### src/rtl/sdsh_pkg.sv
// ----------------------------------------------------------------------------
// sdsh_pkg
// Shared types and constants of the SD card SPI-mode host sequencer.
// ----------------------------------------------------------------------------
`default_nettype none

package sdsh_pkg;

  typedef enum logic [2:0] {
    OP_INIT  = 3'd0,
    OP_READ  = 3'd1,
    OP_WRITE = 3'd2,
    OP_CARD  = 3'd3,
    OP_LOAD  = 3'd4
  } opcode_e;

  typedef enum logic [1:0] {
    KIND_SEND = 2'd0,
    KIND_DATA = 2'd1,
    KIND_DONE = 2'd2
  } kind_e;

  typedef enum logic [1:0] {
    ST_OK           = 2'd0,
    ST_CMD_TIMEOUT  = 2'd1,
    ST_DATA_TIMEOUT = 2'd2
  } status_e;

  typedef enum logic [4:0] {
    PH_IDLE    = 5'd0,
    PH_DUMMY   = 5'd1,
    PH_F_CMD0  = 5'd2,
    PH_P_CMD0  = 5'd3,
    PH_GAP1    = 5'd4,
    PH_F_CMD8  = 5'd5,
    PH_P_CMD8A = 5'd6,
    PH_P_CMD8B = 5'd7,
    PH_GAP2    = 5'd8,
    PH_F_CMD1  = 5'd9,
    PH_P_CMD1  = 5'd10,
    PH_TAIL    = 5'd11,
    PH_F_RD    = 5'd12,
    PH_P_RD    = 5'd13,
    PH_RTOK    = 5'd14,
    PH_RDATA   = 5'd15,
    PH_F_WR    = 5'd16,
    PH_P_WR    = 5'd17,
    PH_WGAP    = 5'd18,
    PH_WTOK    = 5'd19,
    PH_WDATA   = 5'd20,
    PH_WRESP   = 5'd21
  } phase_e;

  typedef enum logic [2:0] {
    ACT_NONE,
    ACT_SEND,
    ACT_FINISH,
    ACT_DATA_SEND,
    ACT_DATA_FINISH
  } act_e;

  typedef struct packed {
    logic [2:0]  opcode;
    logic [31:0] block_address;
    logic        skip_data;
    logic [7:0]  card_byte;
    logic [8:0]  load_index;
    logic [7:0]  load_data;
  } item_t;

  typedef struct packed {
    kind_e      kind;
    logic [7:0] out_byte;
    logic [8:0] byte_index;
    logic       chip_select_low;
    status_e    status;
    logic       card_v2;
    logic       last;
  } result_t;

  typedef struct packed {
    logic [1:0] beats;
    result_t    r0;
    result_t    r1;
  } push_t;

  localparam logic [7:0] BYTE_IDLE   = 8'hFF;
  localparam logic [7:0] CMD0_BYTE   = 8'h40;
  localparam logic [7:0] CMD1_BYTE   = 8'h41;
  localparam logic [7:0] CMD8_BYTE   = 8'h48;
  localparam logic [7:0] CMD17_BYTE  = 8'h51;
  localparam logic [7:0] CMD24_BYTE  = 8'h58;
  localparam logic [7:0] CRC_CMD0    = 8'h95;
  localparam logic [7:0] CRC_CMD1    = 8'hF9;
  localparam logic [7:0] CRC_CMD8    = 8'h87;
  localparam logic [7:0] DATA_TOKEN  = 8'hFE;
  localparam logic [7:0] RESP_ACC_A  = 8'h05;
  localparam logic [7:0] RESP_ACC_B  = 8'hE5;
  localparam logic [7:0] CHECK_ECHO  = 8'hAA;
  localparam logic [7:0] R1_IDLE     = 8'h01;
  localparam logic [7:0] R1_READY    = 8'h00;

  localparam logic [31:0] ARG_CMD8    = 32'h0000_01AA;
  localparam logic [31:0] ARG_CMD1_HC = 32'h4000_0000;

  localparam int LEAD_DUMMIES  = 11;
  localparam int GAP_DUMMIES   = 5;
  localparam logic [2:0] FRAME_LAST = 3'd5;
  localparam logic [10:0] RD_TOKEN_POLLS = 11'd36;
  localparam logic [10:0] WR_RESP_POLLS  = 11'd1024;

endpackage

`default_nettype wire

### src/rtl/sdsh_wbuf.sv
// ----------------------------------------------------------------------------
// sdsh_wbuf
// Write data buffer with a registered read port and write-to-read bypass.
// ----------------------------------------------------------------------------
`default_nettype none

module sdsh_wbuf #(
  parameter int BLOCK_BYTES = 512
) (
  input  wire logic                           clk_i,
  input  wire logic                           load_en_i,
  input  wire logic [8:0]                     load_index_i,
  input  wire logic [7:0]                     load_data_i,
  input  wire logic [$clog2(BLOCK_BYTES)-1:0] rd_addr_i,
  output logic [7:0]                          rd_data_o
);

  localparam int AW = $clog2(BLOCK_BYTES);

  logic [7:0]    mem_q [BLOCK_BYTES];
  logic [7:0]    rd_q;
  logic          we;
  logic [AW-1:0] waddr;

  assign we        = load_en_i && (32'(load_index_i) < 32'(BLOCK_BYTES));
  assign waddr     = AW'(load_index_i);
  assign rd_data_o = rd_q;

  always_ff @(posedge clk_i) begin
    if (we) begin
      mem_q[waddr] <= load_data_i;
    end
  end

  // read address follows the next state, so data is ready for the next beat
  always_ff @(posedge clk_i) begin
    if (we && (waddr == rd_addr_i)) begin
      rd_q <= load_data_i;
    end else begin
      rd_q <= mem_q[rd_addr_i];
    end
  end

endmodule

`default_nettype wire

### src/rtl/sdsh_core.sv
// ----------------------------------------------------------------------------
// sdsh_core
// Byte-level sequencer: one card exchange or request per beat, up to two
// result beats out.
// ----------------------------------------------------------------------------
`default_nettype none

module sdsh_core import sdsh_pkg::*; #(
  parameter int BLOCK_BYTES = 512
) (
  input  wire logic                           clk_i,
  input  wire logic                           rst_ni,
  input  wire logic                           proc_i,
  input  wire item_t                          item_i,
  input  wire logic [7:0]                     rd_data_i,
  output logic [$clog2(BLOCK_BYTES)-1:0]      rd_addr_o,
  output push_t                               push_o
);

  localparam int AW = $clog2(BLOCK_BYTES);
  localparam int CW = $clog2(BLOCK_BYTES + 1);
  localparam logic [CW-1:0] BLK        = CW'(BLOCK_BYTES);
  localparam logic [CW-1:0] LEAD_LIMIT = CW'(LEAD_DUMMIES);
  localparam logic [CW-1:0] GAP_LIMIT  = CW'(GAP_DUMMIES);

  phase_e      phase_q, phase_d;
  logic [2:0]  pos_q, pos_d;
  logic [10:0] budget_q, budget_d, budget_t;
  logic [4:0]  attempt_q, attempt_d;
  logic [CW-1:0] bc_q, bc_d, bc_inc;
  logic [31:0] addr_q, addr_d;
  logic        skip_q, skip_d;
  logic        v2_q, v2_d;
  status_e     fail_q, fail_d;

  act_e        act;
  logic [7:0]  tx;
  logic        after_en, after_ok, retry_en;
  phase_e      after_f, retry_f, frame_f;
  logic [7:0]  c;
  result_t     res_send, res_done, res_data;

  function automatic logic [7:0] frame_byte(phase_e ph, logic [2:0] pos, logic v2,
                                            logic [31:0] addr);
    logic [7:0]  cmd;
    logic [7:0]  crc;
    logic [31:0] arg;
    logic [7:0]  b;
    unique case (ph)
      PH_F_CMD0: begin
        cmd = CMD0_BYTE;  arg = '0;       crc = CRC_CMD0;
      end
      PH_F_CMD8: begin
        cmd = CMD8_BYTE;  arg = ARG_CMD8; crc = CRC_CMD8;
      end
      PH_F_CMD1: begin
        cmd = CMD1_BYTE;  arg = v2 ? ARG_CMD1_HC : '0; crc = CRC_CMD1;
      end
      PH_F_RD: begin
        cmd = CMD17_BYTE; arg = addr;     crc = BYTE_IDLE;
      end
      default: begin
        cmd = CMD24_BYTE; arg = addr;     crc = BYTE_IDLE;
      end
    endcase
    unique case (pos)
      3'd0:    b = cmd;
      3'd1:    b = arg[31:24];
      3'd2:    b = arg[23:16];
      3'd3:    b = arg[15:8];
      3'd4:    b = arg[7:0];
      default: b = crc;
    endcase
    return b;
  endfunction

  function automatic logic [10:0] poll_len(phase_e f);
    logic [10:0] n;
    unique case (f)
      PH_F_CMD0: n = 11'd15;
      PH_F_CMD8: n = 11'd16;
      PH_F_CMD1: n = 11'd5;
      PH_F_RD:   n = 11'd6;
      default:   n = 11'd8;
    endcase
    return n;
  endfunction

  function automatic logic [4:0] max_tries(phase_e f);
    logic [4:0] n;
    unique case (f)
      PH_F_CMD0: n = 5'd11;
      PH_F_CMD8: n = 5'd4;
      PH_F_CMD1: n = 5'd21;
      default:   n = 5'd5;
    endcase
    return n;
  endfunction

  function automatic phase_e poll_of(phase_e f);
    phase_e p;
    unique case (f)
      PH_F_CMD0: p = PH_P_CMD0;
      PH_F_CMD8: p = PH_P_CMD8A;
      PH_F_CMD1: p = PH_P_CMD1;
      PH_F_RD:   p = PH_P_RD;
      default:   p = PH_P_WR;
    endcase
    return p;
  endfunction

  function automatic phase_e frame_of(phase_e p);
    phase_e f;
    unique case (p)
      PH_P_CMD0:  f = PH_F_CMD0;
      PH_P_CMD8A: f = PH_F_CMD8;
      PH_P_CMD1:  f = PH_F_CMD1;
      PH_P_RD:    f = PH_F_RD;
      default:    f = PH_F_WR;
    endcase
    return f;
  endfunction

  assign c = item_i.card_byte;

  // next state
  always_comb begin
    phase_d   = phase_q;
    pos_d     = pos_q;
    budget_d  = budget_q;
    attempt_d = attempt_q;
    bc_d      = bc_q;
    addr_d    = addr_q;
    skip_d    = skip_q;
    v2_d      = v2_q;
    fail_d    = fail_q;
    act       = ACT_NONE;
    tx        = BYTE_IDLE;
    after_en  = 1'b0;
    after_ok  = 1'b0;
    after_f   = PH_F_CMD0;
    retry_en  = 1'b0;
    retry_f   = PH_F_CMD0;
    budget_t  = (budget_q != '0) ? budget_q - 11'd1 : '0;
    bc_inc    = bc_q + 1'b1;
    frame_f   = frame_of(phase_q);

    if (proc_i) begin
      unique case (item_i.opcode)
        OP_INIT: begin
          if (phase_q == PH_IDLE) begin
            fail_d  = ST_OK;
            v2_d    = 1'b0;
            phase_d = PH_DUMMY;
            bc_d    = '0;
            act     = ACT_SEND;
          end
        end
        OP_READ, OP_WRITE: begin
          if (phase_q == PH_IDLE) begin
            fail_d    = ST_OK;
            addr_d    = item_i.block_address;
            if (item_i.opcode == OP_WRITE) begin
              skip_d = item_i.skip_data;
            end
            attempt_d = '0;
            phase_d   = (item_i.opcode == OP_READ) ? PH_F_RD : PH_F_WR;
            pos_d     = '0;
            act       = ACT_SEND;
            tx        = (item_i.opcode == OP_READ) ? CMD17_BYTE : CMD24_BYTE;
          end
        end
        OP_CARD: begin
          unique case (phase_q)
            PH_IDLE: ;
            PH_DUMMY, PH_GAP1, PH_GAP2, PH_TAIL: begin
              bc_d = bc_inc;
              if (bc_inc < ((phase_q == PH_DUMMY) ? LEAD_LIMIT : GAP_LIMIT)) begin
                act = ACT_SEND;
              end else if (phase_q == PH_TAIL) begin
                phase_d = PH_IDLE;
                act     = ACT_FINISH;
              end else begin
                attempt_d = '0;
                pos_d     = '0;
                act       = ACT_SEND;
                priority if (phase_q == PH_DUMMY) begin
                  phase_d = PH_F_CMD0;
                  tx      = CMD0_BYTE;
                end else if (phase_q == PH_GAP1) begin
                  phase_d = PH_F_CMD8;
                  tx      = CMD8_BYTE;
                end else begin
                  phase_d = PH_F_CMD1;
                  tx      = CMD1_BYTE;
                end
              end
            end
            PH_F_CMD0, PH_F_CMD8, PH_F_CMD1, PH_F_RD, PH_F_WR: begin
              act = ACT_SEND;
              if (pos_q < FRAME_LAST) begin
                pos_d = pos_q + 3'd1;
                tx    = frame_byte(phase_q, pos_d, v2_q, addr_q);
              end else begin
                budget_d = poll_len(phase_q);
                phase_d  = poll_of(phase_q);
              end
            end
            PH_P_CMD0, PH_P_CMD8A, PH_P_CMD1, PH_P_RD, PH_P_WR: begin
              budget_d = budget_t;
              if (c == (((frame_f == PH_F_CMD0) || (frame_f == PH_F_CMD8)) ?
                        R1_IDLE : R1_READY)) begin
                if (frame_f == PH_F_CMD8) begin
                  phase_d = PH_P_CMD8B;
                  act     = ACT_SEND;
                end else begin
                  after_en = 1'b1;
                  after_ok = 1'b1;
                  after_f  = frame_f;
                end
              end else if (budget_t != '0) begin
                act = ACT_SEND;
              end else begin
                retry_en = 1'b1;
                retry_f  = frame_f;
              end
            end
            PH_P_CMD8B: begin
              budget_d = budget_t;
              if (c == CHECK_ECHO) begin
                after_en = 1'b1;
                after_ok = 1'b1;
                after_f  = PH_F_CMD8;
              end else if (budget_t != '0) begin
                act = ACT_SEND;
              end else begin
                retry_en = 1'b1;
                retry_f  = PH_F_CMD8;
              end
            end
            PH_RTOK: begin
              budget_d = budget_t;
              act      = ACT_SEND;
              if ((c == DATA_TOKEN) || (budget_t == '0)) begin
                if ((c != DATA_TOKEN) && (fail_d == ST_OK)) begin
                  fail_d = ST_DATA_TIMEOUT;
                end
                phase_d = PH_RDATA;
                bc_d    = '0;
              end
            end
            PH_RDATA: begin
              bc_d = bc_inc;
              if (bc_inc >= BLK) begin
                phase_d = PH_IDLE;
                act     = ACT_DATA_FINISH;
              end else begin
                act = ACT_DATA_SEND;
              end
            end
            PH_WGAP: begin
              phase_d = PH_WTOK;
              act     = ACT_SEND;
              tx      = DATA_TOKEN;
            end
            PH_WTOK: begin
              act = ACT_SEND;
              if (skip_q) begin
                phase_d  = PH_WRESP;
                budget_d = WR_RESP_POLLS;
              end else begin
                phase_d = PH_WDATA;
                bc_d    = '0;
                tx      = rd_data_i;
              end
            end
            PH_WDATA: begin
              act  = ACT_SEND;
              bc_d = bc_inc;
              if (bc_inc < BLK) begin
                tx = rd_data_i;
              end else begin
                phase_d  = PH_WRESP;
                budget_d = WR_RESP_POLLS;
              end
            end
            PH_WRESP: begin
              budget_d = budget_t;
              if ((c == RESP_ACC_A) || (c == RESP_ACC_B)) begin
                phase_d = PH_IDLE;
                act     = ACT_FINISH;
              end else if (budget_t != '0) begin
                act = ACT_SEND;
              end else begin
                if (fail_d == ST_OK) begin
                  fail_d = ST_DATA_TIMEOUT;
                end
                phase_d = PH_IDLE;
                act     = ACT_FINISH;
              end
            end
            default: phase_d = PH_IDLE;
          endcase
        end
        default: ;
      endcase
    end

    if (retry_en) begin
      attempt_d = attempt_q + 5'd1;
      if (attempt_d < max_tries(retry_f)) begin
        phase_d = retry_f;
        pos_d   = '0;
        act     = ACT_SEND;
        tx      = frame_byte(retry_f, 3'd0, v2_d, addr_d);
      end else begin
        after_en = 1'b1;
        after_ok = 1'b0;
        after_f  = retry_f;
      end
    end

    if (after_en) begin
      act = ACT_SEND;
      tx  = BYTE_IDLE;
      if (!after_ok && (after_f != PH_F_CMD8) && (fail_d == ST_OK)) begin
        fail_d = ST_CMD_TIMEOUT;
      end
      unique case (after_f)
        PH_F_CMD0: begin
          phase_d = PH_GAP1;
          bc_d    = '0;
        end
        PH_F_CMD8: begin
          if (after_ok) begin
            v2_d = 1'b1;
          end
          if (v2_d) begin
            phase_d = PH_GAP2;
            bc_d    = '0;
          end else begin
            attempt_d = '0;
            phase_d   = PH_F_CMD1;
            pos_d     = '0;
            tx        = CMD1_BYTE;
          end
        end
        PH_F_CMD1: begin
          phase_d = PH_TAIL;
          bc_d    = '0;
        end
        PH_F_RD: begin
          phase_d  = PH_RTOK;
          budget_d = RD_TOKEN_POLLS;
        end
        default: phase_d = PH_WGAP;
      endcase
    end
  end

  // result beats
  always_comb begin
    res_send = '{kind: KIND_SEND, out_byte: tx, byte_index: '0,
                 chip_select_low: (phase_d != PH_DUMMY), status: ST_OK,
                 card_v2: 1'b0, last: 1'b1};
    res_done = '{kind: KIND_DONE, out_byte: '0, byte_index: '0,
                 chip_select_low: 1'b0, status: fail_d,
                 card_v2: (phase_q == PH_TAIL) ? v2_d : 1'b0, last: 1'b1};
    res_data = '{kind: KIND_DATA, out_byte: c, byte_index: 9'(bc_q),
                 chip_select_low: 1'b1, status: ST_OK, card_v2: 1'b0, last: 1'b0};
    push_o   = '0;
    unique case (act)
      ACT_NONE: ;
      ACT_SEND: begin
        push_o.beats = 2'd1;
        push_o.r0    = res_send;
      end
      ACT_FINISH: begin
        push_o.beats = 2'd1;
        push_o.r0    = res_done;
      end
      ACT_DATA_SEND: begin
        push_o.beats = 2'd2;
        push_o.r0    = res_data;
        push_o.r1    = res_send;
      end
      ACT_DATA_FINISH: begin
        push_o.beats = 2'd2;
        push_o.r0    = res_data;
        push_o.r1    = res_done;
      end
      default: ;
    endcase
  end

  assign rd_addr_o = (phase_d == PH_WDATA) ? AW'(CW'(bc_d + 1'b1)) : '0;

  always_ff @(posedge clk_i or negedge rst_ni) begin
    if (!rst_ni) begin
      phase_q   <= PH_IDLE;
      pos_q     <= '0;
      budget_q  <= '0;
      attempt_q <= '0;
      bc_q      <= '0;
      skip_q    <= 1'b0;
      v2_q      <= 1'b0;
      fail_q    <= ST_OK;
    end else begin
      phase_q   <= phase_d;
      pos_q     <= pos_d;
      budget_q  <= budget_d;
      attempt_q <= attempt_d;
      bc_q      <= bc_d;
      skip_q    <= skip_d;
      v2_q      <= v2_d;
      fail_q    <= fail_d;
    end
  end

  always_ff @(posedge clk_i) begin
    addr_q <= addr_d;
  end

  a_finish_to_idle: assert property (@(posedge clk_i) disable iff (!rst_ni)
    ((act == ACT_FINISH) || (act == ACT_DATA_FINISH)) |=> (phase_q == PH_IDLE))
    else $error("finish did not return to idle");

  a_hold_when_stalled: assert property (@(posedge clk_i) disable iff (!rst_ni)
    !proc_i |=> $stable(phase_q) && $stable(bc_q))
    else $error("sequencer moved without a beat");

  a_data_in_read: assert property (@(posedge clk_i) disable iff (!rst_ni)
    ((act == ACT_DATA_SEND) || (act == ACT_DATA_FINISH)) |->
      (proc_i && (phase_q == PH_RDATA)))
    else $error("data byte outside block read");

  a_frame_pos: assert property (@(posedge clk_i) disable iff (!rst_ni)
    proc_i && (act == ACT_SEND) |=> (pos_q <= FRAME_LAST))
    else $error("frame position overran");

endmodule

`default_nettype wire

### src/rtl/sdsh_outq.sv
// ----------------------------------------------------------------------------
// sdsh_outq
// Four-entry result queue, two beats in and one beat out per cycle while the output is ready.
// ----------------------------------------------------------------------------
`default_nettype none

module sdsh_outq import sdsh_pkg::*; (
  input  wire logic    clk_i,
  input  wire logic    rst_ni,
  input  wire push_t   push_i,
  output logic         space_o,
  output logic         out_valid_o,
  input  wire logic    out_ready_i,
  output result_t      res_o
);

  localparam int QD = 4;
  localparam int PW = $clog2(QD);

  result_t       q_q [QD];
  logic [PW-1:0] head_q, head_d, tail_q, tail_d;
  logic [PW:0]   count_q, count_d;
  logic          pop;

  assign out_valid_o = (count_q != '0);
  assign pop         = out_valid_o && out_ready_i;
  assign space_o     = (count_q <= (PW + 1)'(QD - 2));
  assign res_o       = q_q[head_q];

  always_comb begin
    head_d  = head_q + PW'(pop);
    tail_d  = tail_q + PW'(push_i.beats);
    count_d = count_q + (PW + 1)'(push_i.beats) - (PW + 1)'(pop);
  end

  always_ff @(posedge clk_i or negedge rst_ni) begin
    if (!rst_ni) begin
      head_q  <= '0;
      tail_q  <= '0;
      count_q <= '0;
    end else begin
      head_q  <= head_d;
      tail_q  <= tail_d;
      count_q <= count_d;
    end
  end

  always_ff @(posedge clk_i) begin
    if (push_i.beats != 2'd0) begin
      q_q[tail_q] <= push_i.r0;
    end
    if (push_i.beats == 2'd2) begin
      q_q[PW'(tail_q + 1'b1)] <= push_i.r1;
    end
  end

  a_no_overflow: assert property (@(posedge clk_i) disable iff (!rst_ni)
    (push_i.beats != 2'd0) |-> space_o)
    else $error("result queue pushed without room");

  a_count_bound: assert property (@(posedge clk_i) disable iff (!rst_ni)
    count_q <= (PW + 1)'(QD))
    else $error("result queue count out of range");

  a_pop_count: assert property (@(posedge clk_i) disable iff (!rst_ni)
    (pop && (push_i.beats == 2'd0)) |=> (count_q == $past(count_q) - 1'b1))
    else $error("result queue lost a beat");

endmodule

`default_nettype wire

### src/rtl/sd_spi_host_sequencer.sv
// ----------------------------------------------------------------------------
// sd_spi_host_sequencer
// SD card SPI-mode host sequencer: init, block read and block write as a
// stream of byte exchanges.
//
//   channel | direction | beat carries
//   --------+-----------+-------------------------------------------------
//   in      | to block  | request, card reply byte or write buffer load
//   out     | from block| byte to send, received data byte or completion
//
// An accepted beat is registered, decided once the result queue has room,
// and its results are queued as it is decided; a new input beat is taken
// every cycle while the queue has room. A received data byte yields two
// result beats, so during block reads the single output port slows the input.
// Input is held off only when the four-entry result queue has fewer than two
// free slots. Reset clears all control state at once; the write buffer is
// not cleared and reads as whatever was last loaded.
// ----------------------------------------------------------------------------
`default_nettype none

module sd_spi_host_sequencer import sdsh_pkg::*; #(
  parameter int BLOCK_BYTES = 512
) (
  input  wire logic        clk_i,
  input  wire logic        rst_ni,
  input  wire logic        in_valid_i,
  output logic             in_ready_o,
  input  wire logic [2:0]  opcode_i,
  input  wire logic [31:0] block_address_i,
  input  wire logic        skip_data_i,
  input  wire logic [7:0]  card_byte_i,
  input  wire logic [8:0]  load_index_i,
  input  wire logic [7:0]  load_data_i,
  output logic             out_valid_o,
  input  wire logic        out_ready_i,
  output logic [1:0]       kind_o,
  output logic [7:0]       out_byte_o,
  output logic [8:0]       byte_index_o,
  output logic             chip_select_low_o,
  output logic [1:0]       status_o,
  output logic             card_v2_o,
  output logic             last_o
);

  localparam int AW = $clog2(BLOCK_BYTES);

  item_t         item_q;
  logic          in_valid_q, in_valid_d;
  logic          space, proc, accept;
  logic [7:0]    rd_data;
  logic [AW-1:0] rd_addr;
  push_t         push;
  result_t       res;

  assign proc       = in_valid_q && space;
  assign in_ready_o = !in_valid_q || proc;
  assign accept     = in_valid_i && in_ready_o;
  assign in_valid_d = accept ? 1'b1 : (proc ? 1'b0 : in_valid_q);

  always_ff @(posedge clk_i or negedge rst_ni) begin
    if (!rst_ni) begin
      in_valid_q <= 1'b0;
    end else begin
      in_valid_q <= in_valid_d;
    end
  end

  always_ff @(posedge clk_i) begin
    if (accept) begin
      item_q <= '{opcode: opcode_i, block_address: block_address_i,
                  skip_data: skip_data_i, card_byte: card_byte_i,
                  load_index: load_index_i, load_data: load_data_i};
    end
  end

  sdsh_wbuf #(
    .BLOCK_BYTES (BLOCK_BYTES)
  ) u_wbuf (
    .clk_i        (clk_i),
    .load_en_i    (proc && (item_q.opcode == OP_LOAD)),
    .load_index_i (item_q.load_index),
    .load_data_i  (item_q.load_data),
    .rd_addr_i    (rd_addr),
    .rd_data_o    (rd_data)
  );

  sdsh_core #(
    .BLOCK_BYTES (BLOCK_BYTES)
  ) u_core (
    .clk_i     (clk_i),
    .rst_ni    (rst_ni),
    .proc_i    (proc),
    .item_i    (item_q),
    .rd_data_i (rd_data),
    .rd_addr_o (rd_addr),
    .push_o    (push)
  );

  sdsh_outq u_outq (
    .clk_i       (clk_i),
    .rst_ni      (rst_ni),
    .push_i      (push),
    .space_o     (space),
    .out_valid_o (out_valid_o),
    .out_ready_i (out_ready_i),
    .res_o       (res)
  );

  assign kind_o            = res.kind;
  assign out_byte_o        = res.out_byte;
  assign byte_index_o      = res.byte_index;
  assign chip_select_low_o = res.chip_select_low;
  assign status_o          = res.status;
  assign card_v2_o         = res.card_v2;
  assign last_o            = res.last;

endmodule

`default_nettype wire
### config.mk
export PLATFORM = sky130hd
export DESIGN_NAME = sd_spi_host_sequencer
export DESIGN_NICKNAME = d
export VERILOG_FILES = /design/src/rtl/sdsh_pkg.sv /design/src/rtl/sdsh_wbuf.sv /design/src/rtl/sdsh_core.sv /design/src/rtl/sdsh_outq.sv /design/src/rtl/sd_spi_host_sequencer.sv
export SDC_FILE = /design/constraint.sdc
export NUM_CORES = 2
export LEC_CHECK = 0
export BUFFER_PORTS_ARGS = -buffer_cell sky130_fd_sc_hd__clkbuf_2
export CORE_ASPECT_RATIO = 0.6
export CORE_MARGIN = 2
export CORE_UTILIZATION = 40
export DETAILED_ROUTE_END_ITERATION = 8
export PLACE_DENSITY = 0.54
export SYNTH_ARGS = -nofsm -noshare
export SYNTH_HDL_FRONTEND = slang
export SYNTH_MEMORY_MAX_BITS = 65536
export SYNTH_SLANG_ARGS = --single-unit
### constraint.sdc
create_clock -name clk_i -period 19.1 [get_ports clk_i]
set_input_delay 1.91 -clock clk_i [delete_from_list [all_inputs] [get_ports clk_i]]
set_output_delay 1.91 -clock clk_i [all_outputs]
set_load 0.01 [all_outputs]
## Yosys cells after proc, flatten, opt, wreduce, memory -nomap -nowiden

Memories as Yosys holds them, arrays and structs flattened. A register that Yosys moved wholly into a read port is not among the register bits.
Cells that the tools add are included.

| word-level totals | value |
|---|---|
| register bits after elaboration | 139 |
| bits in latches | 0 |
| memory bits (writable) | 4192 |
| bits in read-only memories | 0 |
| output and inout port bits | 26 |
| word-level logic and storage cells | 299 |
| memories kept | 2 |

| cells by class | value |
|---|---|
| $add $sub $neg | 10 |
| multipliers | 0 |
| div/mod/pow operators | 0 |
| magnitude comparators | 6 |
| equality and inequality tests | 53 |
| shift-type cells | 0 |
| multiplexer cells | 172 |
| bitwise operators | 0 |
| reduce and logical (&&, ||, !) cells | 37 |

Memories:

| memory | depth | bits a word | read ports | clocked after memory_dff | write ports | line | source |
|---|---|---|---|---|---|---|---|
| u_wbuf.mem_q | 512 | 8 | 1 | 1 | 1 | sdsh_wbuf.sv:20 | `logic [7:0] mem_q [BLOCK_BYTES];` |
| u_outq.q_q | 4 | 24 | 1 | 0 | 2 | sdsh_outq.sv:20 | `result_t q_q [QD];` |

Operators by type and width:

| operator | number |
|---|---|
| two-way mux 5 bit | 39 |
| case mux 5 bit (4 select lines) | 6 |
| two-way mux 8 bit | 13 |
| case mux 32 bit (3 select lines) | 1 |
| two-way mux 11 bit | 8 |
| case mux 8 bit (5 select lines) | 2 |
| case mux 26 bit (3 select lines) | 1 |
| equality test 5 x 4 -> 1 bit (second input constant) | 12 |
| two-way mux 10 bit | 6 |
| two-way mux 3 bit | 20 |
| case mux 5 bit (10 select lines) | 1 |
| case mux 24 bit (2 select lines) | 1 |
| case mux 11 bit (4 select lines) | 1 |
| case mux 10 bit (2 select lines) | 2 |
| two-way mux 1 bit | 38 |
| equality test 5 x 3 -> 1 bit (second input constant) | 7 |
| equality test 5 bit (second input constant) | 7 |
| two-way mux 31 bit | 1 |
| case mux 10 bit (3 select lines) | 1 |
| case mux 5 bit (2 select lines) | 3 |
| case mux 5 bit (3 select lines) | 2 |
| equality test 5 x 2 -> 1 bit (second input constant) | 5 |
| equality test 8 bit (second input constant) | 3 |
| two-way mux 2 bit | 11 |
| 53 further kinds | 87 |

## Logic depth before layout (Yosys ltp)

| depth | value |
|---|---|
| depth in word-level cells | 27 |
| mapped depth | 25 |
| gate-level depth less buffers | 24 |

## Modules after synthesis

Synthesis repeated with hierarchy kept, for this count alone.

| second synthesis, totals | value |
|---|---|
| cells, all modules | 9279 |
| area total of the unflattened synthesis | 173851.7 sq um |

By module, submodules not included:

| module | times used | cells each | area each (sq um) |
|---|---|---|---|
| sdsh_wbuf | 1 | 8031 | 159947.2 |
| sdsh_core | 1 | 905 | 6862.8 |
| sdsh_outq | 1 | 275 | 5149.9 |
| sd_spi_host_sequencer | 1 | 68 | 1891.8 |

## Worst setup path after synthesis

No wires, ideal clock.

| timing path | value |
|---|---|
| path type | flip-flop to flip-flop |
| start point | register item_q[0] (netlist name) |
| end point | memory u_wbuf.mem_q[0][0] (data pin) |
| arrival | 6158 ps |
| data required time | 17665 ps |
| slack | 11507 ps |
| cell stages (with the launch flop) | 1 |
| cell sequence | edfxtp_1 |

RTL lines:

| what | line | source |
|---|---|---|
| from (decl) | sd_spi_host_sequencer.sv:47 | `item_t item_q;` |
| from (signal assigned) | sd_spi_host_sequencer.sv:70 | `item_q <= '{opcode: opcode_i, block_address: block_address_i,` |
| to (decl) | sdsh_wbuf.sv:20 |  |

Straight into the memory's write port.

==> qor.yml <==
status: "completed"
nets: 8218
start_util: 0.403
synth-main-ff-cell: "edfxtp_1"
dr_total_vias: 86480
syn_area_per_cell_um2: 21.4
grt_pass1_vias: 83206
htreeDepth: 5
yosysSeqAreaShare: 0.759
clkTransAtPathRegs_ns: 0.07
gr-total-overflow: 0
ant_nets: 0
cap_violations: 0
routabilityCongestion: 0.914
port_buffers: 90
cp.required_ns: 19.81
critPathMaxFanout: 99
crit_type: "reg2reg"
synth_area_leaders: "edfxtp_1 75%, mux4_2 17%, nor2_1 1.4%"
clk-insertion-delay-late_ns: 0.98
placed_area_um2: 178000
fin_crit_sh: 0.418
finalCriticalPeriod_ns: 7.98
fin_area_um2: 190000
cts_setup_buffers: 0
p_leak_nw: 56.1
rsz0062_at_grt: "no"
power_density_nw_per_um2: 107
ir_drop_mv: 0.112
synth_edf_count: 4245
layout_commonest_cell: "edfxtp_1"
vias_per_cell: 6.11
final-instance-count-excl-fill: 14164
io_pins: 91
critPathLaunchType: "flip-flop"
endpoint_kind: "flip-flop"
die_area_um2: 432000
worst_hold_slack_ns: 0.407
maxSlewHeadroom: 0.0951
pre_cts_ws_ns: 10.91
synthToLayoutAreaGrowth_pct: 11.5
die_h_um: 510
grt_pass1_wl_mm: 669
fin_worst_skew_ns: 0.0666
hold_viol: 0
post_synth_num_cell_types: 104
synth_nets: 8054
min_path_type: "reg2reg"
ctsLongestPathBuffers: 4
cts_sinks: 4340
grt_usage: 0.218
drcViolationCount: 0
drt_first_pass_iters: 6
core_area_um2: 424000
max_freq_ghz: 0.125
hold_buffers: 0
async_reset_ff_frac: 0.0106
root_buffer: "clkbuf_16"
antenna_found_initial: 44
finalWirelength_mm: 481
synth_area_um2: 171000
drt_iter0_drc: 13896
nFillCells: 35491
grt_max_degree: 196
dp.final_hpwl_mm: 293
yosys.area.top_type: "edfxtp_1"
row_count: 185
most-common-layout-cells: "4245 x edfxtp_1, 1260 x mux4_2, 649 x nor2_1"
tns_ns: 0
synth_seq_cells: 4340
setup_viol: 0
yosys.area.top_type_share: 0.747
dp.cells: 13440
drv_slew: 0
numCtsBuffers: 391
synth_warnings: 0
worst_slack_ns: 11.12
post-route-util: 0.449
die_w_um: 847
drive_above_1_share: 0.257
p_total_mw: 20.5
tightest_slew_ns: 1.35
syn-instance-count: 7967
wl_per_cell_um: 34.0
post_cts_resized: 0
cts_tree: "done"
cp.arrival_ns: 8.69
==> state kept, by name, indices dropped and copies added, names as in the netlist, named ones only <==
| register | cells |
|---|---|
| u_wbuf.mem_q | 4096 |
| u_outq.q_q | 96 |
| item_q | 61 |
| u_core.addr_q | 32 |
| u_core.budget_q | 11 |
| u_core.bc_q | 10 |
| u_core.attempt_q | 5 |
| u_core.phase_q | 5 |
| u_core.pos_q | 3 |
| u_outq.count_q | 3 |
| u_core.fail_q | 2 |
| u_outq.head_q | 2 |
| u_outq.tail_q | 2 |
| in_valid_q | 1 |
| u_core.skip_q | 1 |
| u_core.v2_q | 1 |
==> synth_stat cells (32+ instances only) <==
master and count:
buf_4 38, inv_1 39, clkbuf_1 284, buf_1 34
a21oi_1 130, mux4_2 1260, o21ai_0 94, dfrtp_1 46
a22o_1 53, a22oi_1 150, nor2_1 655, nor3_1 46
nand2_1 170, a221o_1 32, buf_2 115, edfxtp_1 4245
nand3_1 43, dfxtp_1 49
==> metal layers <==
metal,routed length [um],global-route usage
met1,219000,0.357
met2,199000,0.295
met3,53500,0.0557
met4,9160,0.0402
met5,57,0
==> power breakdown <==
| part | internal, mW | switching [mW] |
|---|---|---|
| Sequential | 11.0 | 0.0583 |
| Combinational | 0.248 | 1.24 |
| Clock | 4.36 | 3.58 |
| Total | 15.6 | 4.88 |
==> path summary, 6_finish.rpt <==
kind                       slack [ns]                end  cells after the start        from
setup / recovery                11.12  u_outq.q_q[0][15]                     12   flip-flop
hold / removal                   0.41   u_core.addr_q[0]                      0  item_q[26]
setup reg to reg                11.12  u_outq.q_q[0][15]                     12   flip-flop
hold reg to reg                  0.41   u_core.addr_q[0]                      0  item_q[26]
max in group asynchronous       17.45  u_core.phase_q[1]                      2      rst_ni
min in group asynchronous        1.05   u_outq.head_q[1]                      2      rst_ni
==> cells by family after synthesis <==
logic type,share of synthesized area
flops,0.759
mux,0.167
simple gates,0.0283
compound gates,0.0282
buf+inv,0.0140
fa+ha+maj,0.00177
xor+xnor,0.00108
==> cell type report <==
type,instances,area [um^2],share of cell area
timing repair buffer,259,1930,0.0101
clock inverter,242,2350,0.0123
sequential,4340,130000,0.681
tap,5703,7140,0.0375
antenna,9,22.5,0.000118
multi-input combinational,3097,39000,0.205
inverter,42,158,0.000828
clock buffer,472,10200,0.0537
==> worst max-delay path, cell delays in order (launching register included) <==
cell	delay [ns]
dfxtp_4	0.80
buf_12	0.66
buf_4	0.67
buf_4	0.71
buf_4	0.83
mux4_2	0.65
mux4_2	0.52
a22oi_1	0.37
a21oi_1	0.16
a21oi_1	0.91
o21ai_1	0.33
a221o_1	0.53
a221o_1	0.35
Note: power is estimated with default switching activity, not from simulation.
